$ cat src/rtl/core/jts_pkg.sv
// shared types and constants for the json token scanner
package jts_pkg;

    localparam int unsigned QUEUE_DEPTH_DEF = 4;

    localparam logic [3:0] KIND_CURLY_OPEN  = 4'd0;
    localparam logic [3:0] KIND_CURLY_CLOSE = 4'd1;
    localparam logic [3:0] KIND_COLON       = 4'd2;
    localparam logic [3:0] KIND_COMMA       = 4'd3;
    localparam logic [3:0] KIND_ARRAY_OPEN  = 4'd4;
    localparam logic [3:0] KIND_ARRAY_CLOSE = 4'd5;
    localparam logic [3:0] KIND_STRING      = 4'd6;
    localparam logic [3:0] KIND_NUMBER      = 4'd7;
    localparam logic [3:0] KIND_BOOLEAN     = 4'd8;
    localparam logic [3:0] KIND_NULL        = 4'd9;
    localparam logic [3:0] KIND_UNKNOWN     = 4'd10;
    localparam logic [3:0] KIND_UNTERM      = 4'd11;

    localparam logic [7:0] CHAR_CURLY_OPEN  = 8'h7B;
    localparam logic [7:0] CHAR_CURLY_CLOSE = 8'h7D;
    localparam logic [7:0] CHAR_ARRAY_OPEN  = 8'h5B;
    localparam logic [7:0] CHAR_ARRAY_CLOSE = 8'h5D;
    localparam logic [7:0] CHAR_COLON       = 8'h3A;
    localparam logic [7:0] CHAR_COMMA       = 8'h2C;
    localparam logic [7:0] CHAR_MINUS       = 8'h2D;
    localparam logic [7:0] CHAR_DOT         = 8'h2E;
    localparam logic [7:0] CHAR_SPACE       = 8'h20;
    localparam logic [7:0] CHAR_NEWLINE     = 8'h0A;
    localparam logic [7:0] CHAR_QUOTE       = 8'h22;
    localparam logic [7:0] CHAR_ZERO        = 8'h30;
    localparam logic [7:0] CHAR_NINE        = 8'h39;
    localparam logic [7:0] CHAR_T           = 8'h74;
    localparam logic [7:0] CHAR_F           = 8'h66;
    localparam logic [7:0] CHAR_N           = 8'h6E;

    localparam logic [2:0] SKIP_FALSE = 3'd4;
    localparam logic [2:0] SKIP_OTHER = 3'd3;

    typedef struct packed {
        logic [3:0] token_kind;
        logic [7:0] char_value;
        logic       has_char;
        logic       token_done;
        logic       bool_value;
    } tok_t;

    // up to three results caused by one byte, count is 1 to 3
    typedef struct packed {
        tok_t [2:0] toks;
        logic [1:0] count;
    } entry_t;

    function automatic tok_t make_tok(input logic [3:0] kind, input logic [7:0] ch,
                                      input logic has, input logic done,
                                      input logic bv);
        tok_t t;
        t.token_kind = kind;
        t.char_value = has ? ch : 8'd0;
        t.has_char   = has;
        t.token_done = done;
        t.bool_value = bv;
        return t;
    endfunction

endpackage

$ cat src/rtl/core/jts_front.sv
// front end: byte classification, scan state and result list per byte
module jts_front (
    input  logic            clk,
    input  logic            rst_n,
    input  logic [7:0]      text_byte,
    input  logic            last_byte,
    input  logic            push,
    input  logic            full,
    output logic            q_write,
    output jts_pkg::entry_t q_entry
);
    import jts_pkg::*;

    localparam logic [1:0] MODE_IDLE   = 2'd0;
    localparam logic [1:0] MODE_STRING = 2'd1;
    localparam logic [1:0] MODE_NUMBER = 2'd2;
    localparam logic [1:0] MODE_SKIP   = 2'd3;

    typedef struct packed {
        tok_t       t0;
        tok_t       t1;
        logic [1:0] n;
        logic [1:0] mode;
        logic [2:0] skip;
    } idle_res_t;

    function automatic idle_res_t scan_idle(input logic [7:0] c, input logic last,
                                            input logic [2:0] skip);
        idle_res_t r;
        r.t0   = '0;
        r.t1   = '0;
        r.n    = 2'd0;
        r.mode = MODE_IDLE;
        r.skip = skip;
        case (c)
            CHAR_SPACE, CHAR_NEWLINE:
            begin
                r.n = 2'd0;
            end
            CHAR_QUOTE:
            begin
                if (last)
                begin
                    r.t0 = make_tok(KIND_UNTERM, 8'd0, 1'b0, 1'b1, 1'b0);
                    r.n  = 2'd1;
                end
                else
                begin
                    r.mode = MODE_STRING;
                end
            end
            CHAR_CURLY_OPEN:
            begin
                r.t0 = make_tok(KIND_CURLY_OPEN, 8'd0, 1'b0, 1'b1, 1'b0);
                r.n  = 2'd1;
            end
            CHAR_CURLY_CLOSE:
            begin
                r.t0 = make_tok(KIND_CURLY_CLOSE, 8'd0, 1'b0, 1'b1, 1'b0);
                r.n  = 2'd1;
            end
            CHAR_ARRAY_OPEN:
            begin
                r.t0 = make_tok(KIND_ARRAY_OPEN, 8'd0, 1'b0, 1'b1, 1'b0);
                r.n  = 2'd1;
            end
            CHAR_ARRAY_CLOSE:
            begin
                r.t0 = make_tok(KIND_ARRAY_CLOSE, 8'd0, 1'b0, 1'b1, 1'b0);
                r.n  = 2'd1;
            end
            CHAR_COLON:
            begin
                r.t0 = make_tok(KIND_COLON, 8'd0, 1'b0, 1'b1, 1'b0);
                r.n  = 2'd1;
            end
            CHAR_COMMA:
            begin
                r.t0 = make_tok(KIND_COMMA, 8'd0, 1'b0, 1'b1, 1'b0);
                r.n  = 2'd1;
            end
            CHAR_T, CHAR_F, CHAR_N:
            begin
                if (c == CHAR_N)
                    r.t0 = make_tok(KIND_NULL, 8'd0, 1'b0, 1'b1, 1'b0);
                else
                    r.t0 = make_tok(KIND_BOOLEAN, 8'd0, 1'b0, 1'b1, c == CHAR_T);
                if (last)
                begin
                    r.t1 = make_tok(KIND_UNTERM, 8'd0, 1'b0, 1'b1, 1'b0);
                    r.n  = 2'd2;
                end
                else
                begin
                    r.n    = 2'd1;
                    r.mode = MODE_SKIP;
                    r.skip = (c == CHAR_F) ? SKIP_FALSE : SKIP_OTHER;
                end
            end
            default:
            begin
                r.n = 2'd1;
                if (c == CHAR_MINUS || (c inside {[CHAR_ZERO:CHAR_NINE]}))
                begin
                    r.t0 = make_tok(KIND_NUMBER, c, 1'b1, last, 1'b0);
                    if (!last)
                        r.mode = MODE_NUMBER;
                end
                else
                begin
                    r.t0 = make_tok(KIND_UNKNOWN, 8'd0, 1'b0, 1'b1, 1'b0);
                end
            end
        endcase
        return r;
    endfunction

    logic [1:0] mode_reg, mode_next;
    logic [2:0] skip_reg, skip_next;
    logic [1:0] eff_mode;
    logic [2:0] skip_dec;
    logic       num_char;
    logic       accept;
    idle_res_t  res;
    tok_t [2:0] toks;
    logic [1:0] n;

    assign accept   = push && !full;
    assign eff_mode = (mode_reg == MODE_SKIP && skip_reg == 3'd0) ? MODE_IDLE : mode_reg;
    assign skip_dec = skip_reg - 3'd1;
    assign num_char = (text_byte == CHAR_MINUS) || (text_byte == CHAR_DOT) ||
                      (text_byte inside {[CHAR_ZERO:CHAR_NINE]});
    assign res      = scan_idle(text_byte, last_byte, skip_reg);

    always_comb
    begin
        toks      = '0;
        n         = 2'd0;
        mode_next = MODE_IDLE;
        skip_next = skip_reg;
        case (eff_mode)
            MODE_STRING:
            begin
                if (text_byte == CHAR_QUOTE)
                begin
                    toks[0] = make_tok(KIND_STRING, 8'd0, 1'b0, 1'b1, 1'b0);
                    n       = 2'd1;
                end
                else
                begin
                    toks[0] = make_tok(KIND_STRING, text_byte, 1'b1, 1'b0, 1'b0);
                    if (last_byte)
                    begin
                        toks[1] = make_tok(KIND_UNTERM, 8'd0, 1'b0, 1'b1, 1'b0);
                        n       = 2'd2;
                    end
                    else
                    begin
                        n         = 2'd1;
                        mode_next = MODE_STRING;
                    end
                end
            end
            MODE_NUMBER:
            begin
                if (num_char)
                begin
                    toks[0] = make_tok(KIND_NUMBER, text_byte, 1'b1, last_byte, 1'b0);
                    n       = 2'd1;
                    if (!last_byte)
                        mode_next = MODE_NUMBER;
                end
                else
                begin
                    // close the number, then scan the byte as a new token
                    toks[0]   = make_tok(KIND_NUMBER, 8'd0, 1'b0, 1'b1, 1'b0);
                    toks[1]   = res.t0;
                    toks[2]   = res.t1;
                    n         = res.n + 2'd1;
                    mode_next = res.mode;
                    skip_next = res.skip;
                end
            end
            MODE_SKIP:
            begin
                skip_next = skip_dec;
                if (skip_dec != 3'd0)
                begin
                    if (last_byte)
                    begin
                        toks[0] = make_tok(KIND_UNTERM, 8'd0, 1'b0, 1'b1, 1'b0);
                        n       = 2'd1;
                    end
                    else
                    begin
                        mode_next = MODE_SKIP;
                    end
                end
            end
            default:
            begin
                toks[0]   = res.t0;
                toks[1]   = res.t1;
                n         = res.n;
                mode_next = res.mode;
                skip_next = res.skip;
            end
        endcase
        if (last_byte)
        begin
            mode_next = MODE_IDLE;
            skip_next = 3'd0;
        end
    end

    always_ff @(posedge clk or negedge rst_n)
    begin
        if (!rst_n)
        begin
            mode_reg <= MODE_IDLE;
            skip_reg <= 3'd0;
        end
        else if (accept)
        begin
            mode_reg <= mode_next;
            skip_reg <= skip_next;
        end
    end

    assign q_write       = accept && (n != 2'd0);
    assign q_entry.toks  = toks;
    assign q_entry.count = n;

endmodule

$ cat src/rtl/core/jts_queue.sv
// short queue of result groups between front and back end
module jts_queue #(
    parameter int unsigned DEPTH = jts_pkg::QUEUE_DEPTH_DEF
) (
    input  logic            clk,
    input  logic            rst_n,
    input  logic            wr_en,
    input  jts_pkg::entry_t wr_entry,
    output logic            full,
    input  logic            rd_en,
    output logic            rd_valid,
    output jts_pkg::entry_t rd_entry
);
    import jts_pkg::*;

    localparam int unsigned PW = (DEPTH > 1) ? $clog2(DEPTH) : 1;
    localparam int unsigned CW = $clog2(DEPTH + 1);

    entry_t        entries_reg [DEPTH];
    logic [PW-1:0] wr_ptr_reg, wr_ptr_next;
    logic [PW-1:0] rd_ptr_reg, rd_ptr_next;
    logic [CW-1:0] count_reg, count_next;
    logic          do_wr, do_rd;

    assign full     = (count_reg == CW'(DEPTH));
    assign rd_valid = (count_reg != '0);
    assign rd_entry = entries_reg[rd_ptr_reg];
    assign do_wr    = wr_en && !full;
    assign do_rd    = rd_en && rd_valid;

    always_comb
    begin
        wr_ptr_next = wr_ptr_reg;
        rd_ptr_next = rd_ptr_reg;
        count_next  = count_reg;
        if (do_wr)
            wr_ptr_next = (wr_ptr_reg == PW'(DEPTH - 1)) ? '0 : wr_ptr_reg + 1'b1;
        if (do_rd)
            rd_ptr_next = (rd_ptr_reg == PW'(DEPTH - 1)) ? '0 : rd_ptr_reg + 1'b1;
        if (do_wr && !do_rd)
            count_next = count_reg + 1'b1;
        else if (do_rd && !do_wr)
            count_next = count_reg - 1'b1;
    end

    always_ff @(posedge clk or negedge rst_n)
    begin
        if (!rst_n)
        begin
            wr_ptr_reg <= '0;
            rd_ptr_reg <= '0;
            count_reg  <= '0;
        end
        else
        begin
            wr_ptr_reg <= wr_ptr_next;
            rd_ptr_reg <= rd_ptr_next;
            count_reg  <= count_next;
        end
    end

    always_ff @(posedge clk)
    begin
        if (do_wr)
            entries_reg[wr_ptr_reg] <= wr_entry;
    end

endmodule

$ cat src/rtl/core/jts_back.sv
// back end: expands result groups into single results behind an output register
module jts_back (
    input  logic            clk,
    input  logic            rst_n,
    input  logic            q_valid,
    input  jts_pkg::entry_t q_entry,
    output logic            q_read,
    input  logic            pop,
    output logic            empty,
    output logic [3:0]      token_kind,
    output logic [7:0]      char_value,
    output logic            has_char,
    output logic            token_done,
    output logic            bool_value,
    output logic            last_result
);
    import jts_pkg::*;

    logic       out_valid_reg, out_valid_next;
    logic [1:0] idx_reg, idx_next;
    tok_t       tok_reg;
    logic       last_reg;
    tok_t       sel_tok;
    logic       sel_last;
    logic       load;

    assign load     = q_valid && (!out_valid_reg || pop);
    assign sel_last = (idx_reg == q_entry.count - 2'd1);
    assign q_read   = load && sel_last;

    always_comb
    begin
        case (idx_reg)
            2'd0:    sel_tok = q_entry.toks[0];
            2'd1:    sel_tok = q_entry.toks[1];
            default: sel_tok = q_entry.toks[2];
        endcase
    end

    always_comb
    begin
        idx_next       = idx_reg;
        out_valid_next = out_valid_reg;
        if (load)
        begin
            out_valid_next = 1'b1;
            idx_next       = sel_last ? 2'd0 : idx_reg + 2'd1;
        end
        else if (pop)
        begin
            out_valid_next = 1'b0;
        end
    end

    always_ff @(posedge clk or negedge rst_n)
    begin
        if (!rst_n)
        begin
            out_valid_reg <= 1'b0;
            idx_reg       <= 2'd0;
        end
        else
        begin
            out_valid_reg <= out_valid_next;
            idx_reg       <= idx_next;
        end
    end

    always_ff @(posedge clk)
    begin
        if (load)
        begin
            tok_reg  <= sel_tok;
            last_reg <= sel_last;
        end
    end

    assign empty       = !out_valid_reg;
    assign token_kind  = tok_reg.token_kind;
    assign char_value  = tok_reg.char_value;
    assign has_char    = tok_reg.has_char;
    assign token_done  = tok_reg.token_done;
    assign bool_value  = tok_reg.bool_value;
    assign last_result = last_reg;

endmodule

$ cat src/rtl/core/json_token_scanner.sv
// top level of the json token scanner
//
//  channel  | transfer when       | payload
//  ---------+---------------------+------------------------------------------------
//  input    | push && !full       | text_byte, last_byte
//  result   | pop && !empty       | token_kind, char_value, has_char, token_done,
//           |                     | bool_value, last_result
//
// one byte per cycle enters the front end while full is low and turns into a group of
// 0 to 3 results; the back end hands out one result per cycle while pop is high;
// results pass the group queue and output register; full rises when the queue is full
// reset clears scan state and empties queue and output register; no clearing pass
module json_token_scanner #(
    parameter int unsigned QUEUE_DEPTH = jts_pkg::QUEUE_DEPTH_DEF
) (
    input  logic       clk,
    input  logic       rst_n,
    input  logic [7:0] text_byte,
    input  logic       last_byte,
    input  logic       push,
    output logic       full,
    output logic [3:0] token_kind,
    output logic [7:0] char_value,
    output logic       has_char,
    output logic       token_done,
    output logic       bool_value,
    output logic       last_result,
    output logic       empty,
    input  logic       pop
);
    import jts_pkg::*;

    logic   q_write;
    entry_t q_wr_entry;
    logic   q_read;
    logic   q_valid;
    entry_t q_rd_entry;

    jts_front u_front (
        .clk       (clk),
        .rst_n     (rst_n),
        .text_byte (text_byte),
        .last_byte (last_byte),
        .push      (push),
        .full      (full),
        .q_write   (q_write),
        .q_entry   (q_wr_entry)
    );

    jts_queue #(
        .DEPTH (QUEUE_DEPTH)
    ) u_queue (
        .clk      (clk),
        .rst_n    (rst_n),
        .wr_en    (q_write),
        .wr_entry (q_wr_entry),
        .full     (full),
        .rd_en    (q_read),
        .rd_valid (q_valid),
        .rd_entry (q_rd_entry)
    );

    jts_back u_back (
        .clk         (clk),
        .rst_n       (rst_n),
        .q_valid     (q_valid),
        .q_entry     (q_rd_entry),
        .q_read      (q_read),
        .pop         (pop),
        .empty       (empty),
        .token_kind  (token_kind),
        .char_value  (char_value),
        .has_char    (has_char),
        .token_done  (token_done),
        .bool_value  (bool_value),
        .last_result (last_result)
    );

endmodule

$ cat config.mk
export PLATFORM = sky130hd
export DESIGN_NAME = json_token_scanner
export DESIGN_NICKNAME = d
export VERILOG_FILES = /design/src/rtl/core/jts_pkg.sv /design/src/rtl/core/jts_front.sv /design/src/rtl/core/jts_queue.sv /design/src/rtl/core/jts_back.sv /design/src/rtl/core/json_token_scanner.sv
export SDC_FILE = /design/constraint.sdc
export NUM_CORES = 1
export LEC_CHECK = 0
export ABC_CLOCK_PERIOD_IN_PS = 4100
export BUFFER_PORTS_ARGS = -buffer_cell sky130_fd_sc_hd__clkbuf_2
export CORE_MARGIN = 2
export CORE_UTILIZATION = 32
export DETAILED_ROUTE_END_ITERATION = 8
export GPL_TIMING_DRIVEN = 0
export PLACE_DENSITY_LB_ADDON = 0.05
export SKIP_LAST_GASP = 1
export SLEW_MARGIN = 10
export SYNTH_ARGS = -nofsm -noshare
export SYNTH_HDL_FRONTEND = slang
export SYNTH_SLANG_ARGS = --single-unit
$ cat constraint.sdc
create_clock -name clk -period 4.1 [get_ports clk]
set_input_delay 0.205 -clock clk [delete_from_list [all_inputs] [get_ports clk]]
set_output_delay 0.205 -clock clk [all_outputs]
set_load 0.03 [all_outputs]
==> impl_metrics.toml, run 1 <==
[status]
outcome = "completed"

[critical_path]
cp_slowest_cell = "clkbuf_1"
endpoint_kind = "register"
critPathLaunchType = "register"
crit_chain = "inv_1 -> ha_1 -> ha_1 -> a2bb2oi_1 -> clkbuf_1 -> o21a_1 -> a32o_2 -> o2bb2ai_4 -> ha_1 -> inv_1 -> fa_1 -> xor2_1 -> nor2_1 -> xor2_1"
crit_type = "reg -> reg"
crit_required_ns = 4.44
worst-path-max-fanout = 10
worst_ep_arrival_time_ns = 3.86
critPathMaxStageDelay_ns = 0.46
path_common_cell = "ha_1"

[detailed_routing]
met3WireLength_microns = 668
drcViolationCount = 0
dr.max_layer_used = "met4"
drtIter0Drc = 314
routed-wl-met2_microns = 8130
vias = 4112
wl_met1_microns = 8060
dr.pass1.iters = 6
drt-total-wl_microns = 17000
wl_per_cell_microns = 20.7
via_per_inst = 5.01
drtAntennaViolNets = 0

[power_and_ir_drop]
ir_drop_uv = 290
power.share.clock_pct = 26.0
p_sw_share_pct = 32.5
p_switching_mw = 1.88
p_seq_share_pct = 41.6
cellPowerDensity_nw_per_um2 = 681
pwr-share-comb_pct = 32.4
p_int_mw = 3.91
leakagePower_nw = 3.00

[floorplan]
die_height_microns = 154
dieArea_sq_um = 23600
io_pins = 31
coreArea_sq_um = 21900
num_rows = 54
die_x_microns = 154
initial_core_util_pct = 32.8

[place]
placed_area_sq_um = 7930
port_buffers = 29
place_congestion = 0.809
hpwl_microns = 11300

[timing]
hold_ws_ns = 0.268
rsz0062_at_grt = "no"
setup_viol = 0
finalMaxSlewViolations = 0
worst_slew_pin_slew_ns = 0.933
maxSlewHeadroom_pct = 37.8
fin_skew_ns = 0.0124
timing.fmax_ghz = 0.285
finalHoldViolCount = 0
min_period_over_period_pct = 85.7
min_period_ns = 3.51

[clocking]
clk_latency_ns = 0.42
clk_pin_slew_worst_paths_ns = 0.07
cts.sinks = 163
cts_tree = "done"
clk_path_buf_depth = 2
cts-root-buf = "clkbuf_16"
cts_buffers = 17
htreeDepth = 4
post_cts_buffers = 0

[global_route]
grt_usage_pct = 15.0
grt_max_degree = 26
grt_overflow = 0
grt_first_pass_wirelength_microns = 26300
grt_pass1_vias = 4403
antenna_found_initial = 0

[worst_hold_path]
hold_path_class = "in -> async"

[yosys]
ys_seq_area_share_pct = 67.2
ys_seq_elements = 163
synth_edf_count = 148
synth.distinct_cells = 65
syn_area_sq_um = 7170
yosysWarnings = 0
synth_area_leaders = "edfxtp_1 62%, mux4_2 10%, dfrtp_1 5.2%"
async_reset_ff_share_pct = 9.20
synth_largest_area_cell = "edfxtp_1"
synth_ff_type = "edfxtp_1"
yosysTopAreaCellShare_pct = 62.0
synthCells = 436
synth_area_per_cell_sq_um = 16.5

[finish]
final_cell_mix = "148 x edfxtp_1, 36 x conb_1, 32 x mux4_2"
final_cell_area_sq_um = 8510
largest_reg_flops = 132
final_common_cell = "edfxtp_1"
drive_gt1_share_pct = 23.1
nets = 555
antennaDiodeCount = 0
area_delta_synth_final_pct = 18.6

[job]
drv_cap = 0
## worst paths after layout
path	endpoint	cells past startpoint	slack, ns	from
max	u_queue.count_reg[2]	14	0.59	u_front.skip_reg[0]
min	u_back.out_valid_reg	2	0.27	rst_n
max reg2reg	u_queue.count_reg[2]	14	0.59	u_front.skip_reg[0]
min reg2reg	u_queue.count_reg[2]	1	0.49	u_queue.count_reg[2]
max in group asynchronous	u_front.skip_reg[1]	2	3.51	rst_n
min in group clk	u_queue.entries_reg[0][11]	2	0.28	text_byte[6]
## stage by stage
stage | utilization [%] | instances | power (mW) | TNS [ns] | worst slack (ns)
finish | 38.9 | 820 | 5.79 | 0 | 0.587
global route | 38.9 | 820 | 6.14 | 0 | 0.290
CTS | 38.9 | 820 | 5.92 | 0 | 0.600
detailed placement | 36.2 | 786 | 4.38 | 0 | 0.615
global placement | 35.6 | 780 | 4.30 | -50.09 | -0.459
floorplan | - | 471 | 3.72 | 0 | 0.963
## worst max-delay path, delay by kind of cell, from the launching register on
family	cells	cell delay [ns]
fa+ha+maj	4	1.00
flops	1	0.39
simple gates	1	0.11
compound gates	4	1.05
buf+inv	3	0.58
xor+xnor	2	0.32
## cell type report
class | count | area [sq um]
multi-input combinational | 270 | 2350
inverter | 17 | 63.8
clock inverter | 14 | 129
timing repair buffer | 37 | 277
fill | 2089 | 13400
tap | 280 | 350
sequential | 163 | 4820
clock buffer | 18 | 429
buffer | 21 | 90.1
## cells in the mapped netlist, types with 3 or more instances
cell	n
a21oi_1	12
a221o_1	4
a22o_1	13
a31oi_1	3
and2_1	11
and3_1	3
buf_2	6
clkbuf_1	13
dfrtp_1	15
edfxtp_1	148
ha_1	14
inv_1	17
mux2_2	4
mux2i_1	3
mux4_2	32
nand2_1	22
nand2b_1	4
nand3_1	5
nor2_1	17
nor2b_1	5
nor3_1	6
o21a_1	3
o21ai_0	18
o22ai_1	5
xnor2_1	3
## repair_timing
item                                   in CTS  in global routing
endpoints found under the hold margin      16                  0
hold buffers                                2                  0
resized for setup                           0                  0
## power groups by stage
| stage | Sequential, mW | Combinational, mW | Clock (mW) |
|---|---|---|---|
| global route | 2.45 | 2.07 | 1.62 |
| detailed placement | 2.45 | 1.93 | 0 |
| finish | 2.41 | 1.88 | 1.50 |
| global placement | 2.46 | 1.85 | 0 |
| CTS | 2.42 | 1.95 | 1.55 |
| floorplan | 2.59 | 1.13 | 0 |
## logic make-up (layout without fill, tap and decap cells)
logic type,Yosys count,in the layout,synth area share (%)
xor gates and xnor gates,5,5,0.611
and+or+nand+nor,86,86,6.28
AOI/OAI and AO/OA,87,87,9.49
buffers and inverters,38,107,2.15
adders and majority gates,15,15,2.72
muxes,41,41,11.5
DFF,163,163,67.2
other,1,36,0.0523
## routing by layer
layer  vias up  global-route usage, %
li1       1897                      -
met1      2115                   21.1
met2        89                   23.9
met3        11                   3.72
met4         0                   3.32
met5         -                      0
Note: power is estimated with default switching activity, not from simulation.
==> run 2, diff against run 1 <==
Settings changed: CELL_PAD_IN_SITES_DETAIL_PLACEMENT set to 2, CELL_PAD_IN_SITES_GLOBAL_PLACEMENT set to 2, REMOVE_ABC_BUFFERS set to 1.
==> impl_metrics.toml, run 2 (synthesized netlist as in run 1, its figures left out) <==
[clocking]
clk_latency_ns = 0.43
cts.sinks = 163
cts-root-buf = "clkbuf_16"
cts_buffers = 17
clk_pin_slew_worst_paths_ns = 0.07
clk_path_buf_depth = 2
post_cts_buffers = 0
htreeDepth = 4
cts_tree = "done"

[floorplan]
num_rows = 54
die_height_microns = 154
die_x_microns = 154
dieArea_sq_um = 23600
io_pins = 31
coreArea_sq_um = 21900
initial_core_util_pct = 32.8

[critical_path]
critPathLaunchType = "register"
crit_type = "reg -> reg"
worst-path-max-fanout = 38
crit_required_ns = 4.42
worst_ep_arrival_time_ns = 3.80
endpoint_kind = "register"

[finish]
final_cell_mix = "148 x edfxtp_1, 36 x conb_1, 32 x mux4_2"
largest_reg_flops = 132
multi_input_area_sq_um = 2360
nets = 535
area_delta_synth_final_pct = 18.3
drive_gt1_share_pct = 23.7
antennaDiodeCount = 0
final_common_cell = "edfxtp_1"
post_layout_nonfiller_instances = 800
register_area_sq_um = 4820
fill_cells = 2186

[worst_hold_path]
hold_path_class = "in -> reg"

[detailed_routing]
dr.pass1.iters = 4
via_per_inst = 5.05
wl_per_cell_microns = 21.6
drtAntennaViolNets = 0
drcViolationCount = 0
drtIter0Drc = 188
drt-total-wl_microns = 17300
vias = 4041

[job]
drv_cap = 0

[timing]
maxSlewHeadroom_pct = 36.3
worst_slew_pin_slew_ns = 0.956
finalSetupTns_ns = 0
rsz0062_at_grt = "no"
min_period_ns = 3.49
finalHoldViolCount = 0
finalMaxSlewViolations = 0
fin_skew_ns = 0.0129
timing.fmax_ghz = 0.287
min_period_over_period_pct = 85.0
hold_ws_ns = 0.237
setup_viol = 0

[power_and_ir_drop]
cellPowerDensity_nw_per_um2 = 694
power_mw = 5.89
ir_drop_uv = 293
leakagePower_nw = 3.00

[place]
port_buffers = 30
hpwl_microns = 11400
dp_cells = 766
place_congestion = 0.811

[global_route]
antenna_found_initial = 0
grt_usage_pct = 15.5
grt_max_degree = 39
grt_pass1_vias = 4524
grt_first_pass_wirelength_microns = 27300
grt_overflow = 0

[status]
outcome = "completed"
run 2: changes by cell type in the layout (fill, tap and decap cells not counted), sizes merged:
cell,delta
clkbuf,-12
buf,-7
clkinvlp,-4
bufinv,+2
clkdlybuf4s15,-1
clkinv,+1
inv,+1
run 2: timing repair:
action,in CTS,in global routing
endpoints found under the hold margin,16,0
hold buffers,2,0
resized for setup,0,1
setup endpoints to repair,0,1
run 2: cell type report:
cell class,instances,area share (%)
multi-input combinational,270,27.8
clock inverter,14,2.06
inverter,17,0.752
tap,280,4.13
clock buffer,18,5.06
timing repair buffer,38,3.32
sequential,163,56.9
run 2: final timing paths:
check	slack [ns]	from	endpoint	depth (start not counted)
max in group asynchronous	3.48	rst_n	u_queue.rd_ptr_reg[0]	2
max	0.61	u_queue.rd_ptr_reg[0]	u_queue.count_reg[1]	8
min	0.24	text_byte[6]	u_queue.entries_reg[2][11]	2
max reg2reg	0.61	u_queue.rd_ptr_reg[0]	u_queue.count_reg[1]	8
min reg2reg	0.50	u_queue.count_reg[2]	u_queue.count_reg[2]	1
min in group asynchronous	0.26	rst_n	u_queue.count_reg[2]	2
run 2: metrics by stage:
stage	util [%]	worst slack (ns)	cell area, sq um
2_1_floorplan	-	0.272	7210
3_3_place_gp	35.2	-0.798	7710
3_5_place_dp	35.9	0.294	7850
4_1_cts	38.7	0.230	8480
5_1_grt	38.8	0.211	8480
6_report	38.8	0.614	8480
run 2: metal layers:
layer | part of all wire (%) | track usage (%) | wire length [microns] | vias up
li1 | - | - | - | 1842
met2 | 50 | 25.6 | 8570 | 44
met3 | 2.2 | 2.96 | 382 | 12
met1 | 47 | 21.0 | 8170 | 2143
met4 | 0.86 | 4.06 | 149 | 0
met5 | 0 | 0 | 0 | -
run 2: power by group:
part | switching, mW | internal (mW) | total (mW)
Clock | 0.684 | 0.969 | 1.65
Sequential | 0.251 | 2.29 | 2.55
Combinational | 0.943 | 0.750 | 1.69
run 2: critical path, stage by stage, from the launching register on:
cell     delay [ns]
dfrtp_4        0.92
mux4_2         0.62
xnor2_1        0.15
o21ai_0        0.41
nand2_1        0.22
ha_1           0.29
inv_1          0.08
fa_1           0.41
mux2_2         0.27
==> run 3, diff against run 2 <==
--- a/config.mk
+++ b/config.mk
@@ -12,3 +12,3 @@
 export CORE_MARGIN = 2
-export CORE_UTILIZATION = 32
+export CORE_UTILIZATION = 45
 export DETAILED_ROUTE_END_ITERATION = 8
==> constraint.sdc (replaced) <==
create_clock -name clk -period 4.1 [get_ports clk]
set_input_delay 0.82 -clock clk [delete_from_list [all_inputs] [get_ports clk]]
set_output_delay 0.82 -clock clk [all_outputs]
set_load 0.03 [all_outputs]
==> impl_metrics.toml, run 3 (synthesized netlist as in run 1, its figures left out) <==
[status]
outcome = "completed"

[detailed_routing]
drt-total-wl_microns = 18300
via_per_inst = 5.61
drcViolationCount = 0
vias = 4119
dr.pass1.iters = 4
drtAntennaViolNets = 0
wl_per_cell_microns = 24.9
drtIter0Drc = 249

[clocking]
cts-root-buf = "clkbuf_16"
clk_latency_ns = 0.43
hold_buffers = 0
clk_pin_slew_worst_paths_ns = 0.06
cts_tree = "done"
htreeDepth = 4
post_cts_buffers = 0
postCtsResizedCells = 0
cts.sinks = 163
clk_path_buf_depth = 2
cts_buffers = 17

[global_route]
grt_usage_pct = 23.4
antenna_found_initial = 0
grt_first_pass_wirelength_microns = 28000
grt_overflow = 0
grt_pass1_vias = 4644
grt_max_degree = 39

[timing]
min_period_ns = 3.64
worst_slew_pin_slew_ns = 0.899
min_period_over_period_pct = 88.8
fin_skew_ns = 0.0150
setup_viol = 0
worst_slack_ns = 0.461
rsz0062_at_grt = "no"
timing.fmax_ghz = 0.275
finalMaxSlewViolations = 0
maxSlewHeadroom_pct = 40.1
finalHoldViolCount = 0

[floorplan]
io_pins = 31
dieArea_sq_um = 17000
die_x_microns = 130
initial_core_util_pct = 45.7
coreArea_sq_um = 15700
die_height_microns = 130
num_rows = 46

[finish]
area_delta_synth_final_pct = 16.9
fill_cells = 1436
antennaDiodeCount = 0
final_common_cell = "edfxtp_1"
drive_gt1_share_pct = 23.4
final_cell_mix = "148 x edfxtp_1, 36 x conb_1, 32 x mux4_2"
largest_reg_flops = 132
nets = 534

[critical_path]
crit_type = "reg -> reg"
worst_ep_arrival_time_ns = 3.96
cp_slowest_cell = "dfrtp_4"
critPathLaunchType = "register"
cp_num_buf_inv = 1
cpLargestDelayFamily = "multiplexers"
endpoint_kind = "register"
critPathMaxStageDelay_ns = 0.91
crit_required_ns = 4.42
worst-path-max-fanout = 38
crit_chain = "mux4_2 -> xnor2_1 -> o21ai_0 -> nand2_1 -> ha_1 -> inv_1 -> fa_1 -> mux2_2"

[worst_hold_path]
hold_path_class = "in -> async"

[place]
hpwl_microns = 12300
preCtsSetupSlack_ns = 0.0132
port_buffers = 30
place_congestion = 0.848

[job]
drv_cap = 0

[power_and_ir_drop]
cellPowerDensity_nw_per_um2 = 714
leakagePower_nw = 2.99
ir_drop_uv = 306
power_mw = 5.99
run 3: changes by cell type in the layout (fill, tap and decap cells not counted), moves of 2 or more:
cell / before / now
clkinvlp_4: 0 / 2
clkinv_4: 2 / 0
inv_8: 2 / 0
dlygate4sd3_1: 2 / 0
run 3: metal layers:
metal | GRT usage, % | wire length (microns) | up-vias
met5 | 0 | 0 | -
met4 | 8.16 | 259 | 0
met3 | 4.14 | 466 | 17
met2 | 40.3 | 9560 | 63
met1 | 30.0 | 7990 | 2191
li1 | - | - | 1848
run 3: worst reg2reg max path, stage by stage, from the launching register on:
cell	delay (ns)
dfrtp_4	0.91
mux4_2	0.67
xnor2_1	0.19
o21ai_0	0.42
nand2_1	0.28
ha_1	0.33
inv_1	0.07
fa_1	0.41
mux2_2	0.27
run 3: power breakdown:
group	total, mW	internal (mW)	leakage, nW	switching [mW]
Sequential	2.56	2.30	1.56	0.265
Clock	1.67	1.01	0.295	0.657
Combinational	1.76	0.751	1.13	1.01
run 3: final timing paths:
kind | slack, ns | start | endpoint | cells past startpoint
worst max-delay path | 0.46 | u_queue.rd_ptr_reg[0] | u_queue.count_reg[1] | 8
worst min-delay path | 0.32 | rst_n | u_queue.count_reg[2] | 1
worst max register to register | 0.46 | u_queue.rd_ptr_reg[0] | u_queue.count_reg[1] | 8
worst min register to register | 0.52 | u_front.skip_reg[1] | u_front.skip_reg[1] | 1
max in group asynchronous | 3.43 | rst_n | u_queue.rd_ptr_reg[0] | 1
min in group clk | 0.52 | u_front.skip_reg[1] | u_front.skip_reg[1] | 1
run 3: final cells by class:
class | instances | area, sq um | share of cell area, %
clock buffers | 17 | 425 | 5.07
flip-flops and latches | 163 | 4820 | 57.5
clock inverters | 14 | 184 | 2.19
repair buffers | 37 | 262 | 3.12
well taps | 216 | 270 | 3.22
multi-input cells | 270 | 2350 | 28.1
inverters | 17 | 63.8 | 0.761
run 3: metrics by stage:
| stage | area [sq um] | setup TNS (ns) | utilization, % | hold WS (ns) | cells |
|---|---|---|---|---|---|
| floorplan | 7210 | 0 | - | 0.456 | 450 |
| global placement | 7630 | -90.72 | 48.6 | 0.470 | 696 |
| detailed placement | 7770 | 0 | 49.4 | 0.494 | 703 |
| CTS | 8380 | 0 | 53.3 | 0.317 | 734 |
| global route | 8380 | 0 | 53.4 | 0.345 | 734 |
| finish | 8380 | 0 | 53.4 | 0.322 | 734 |
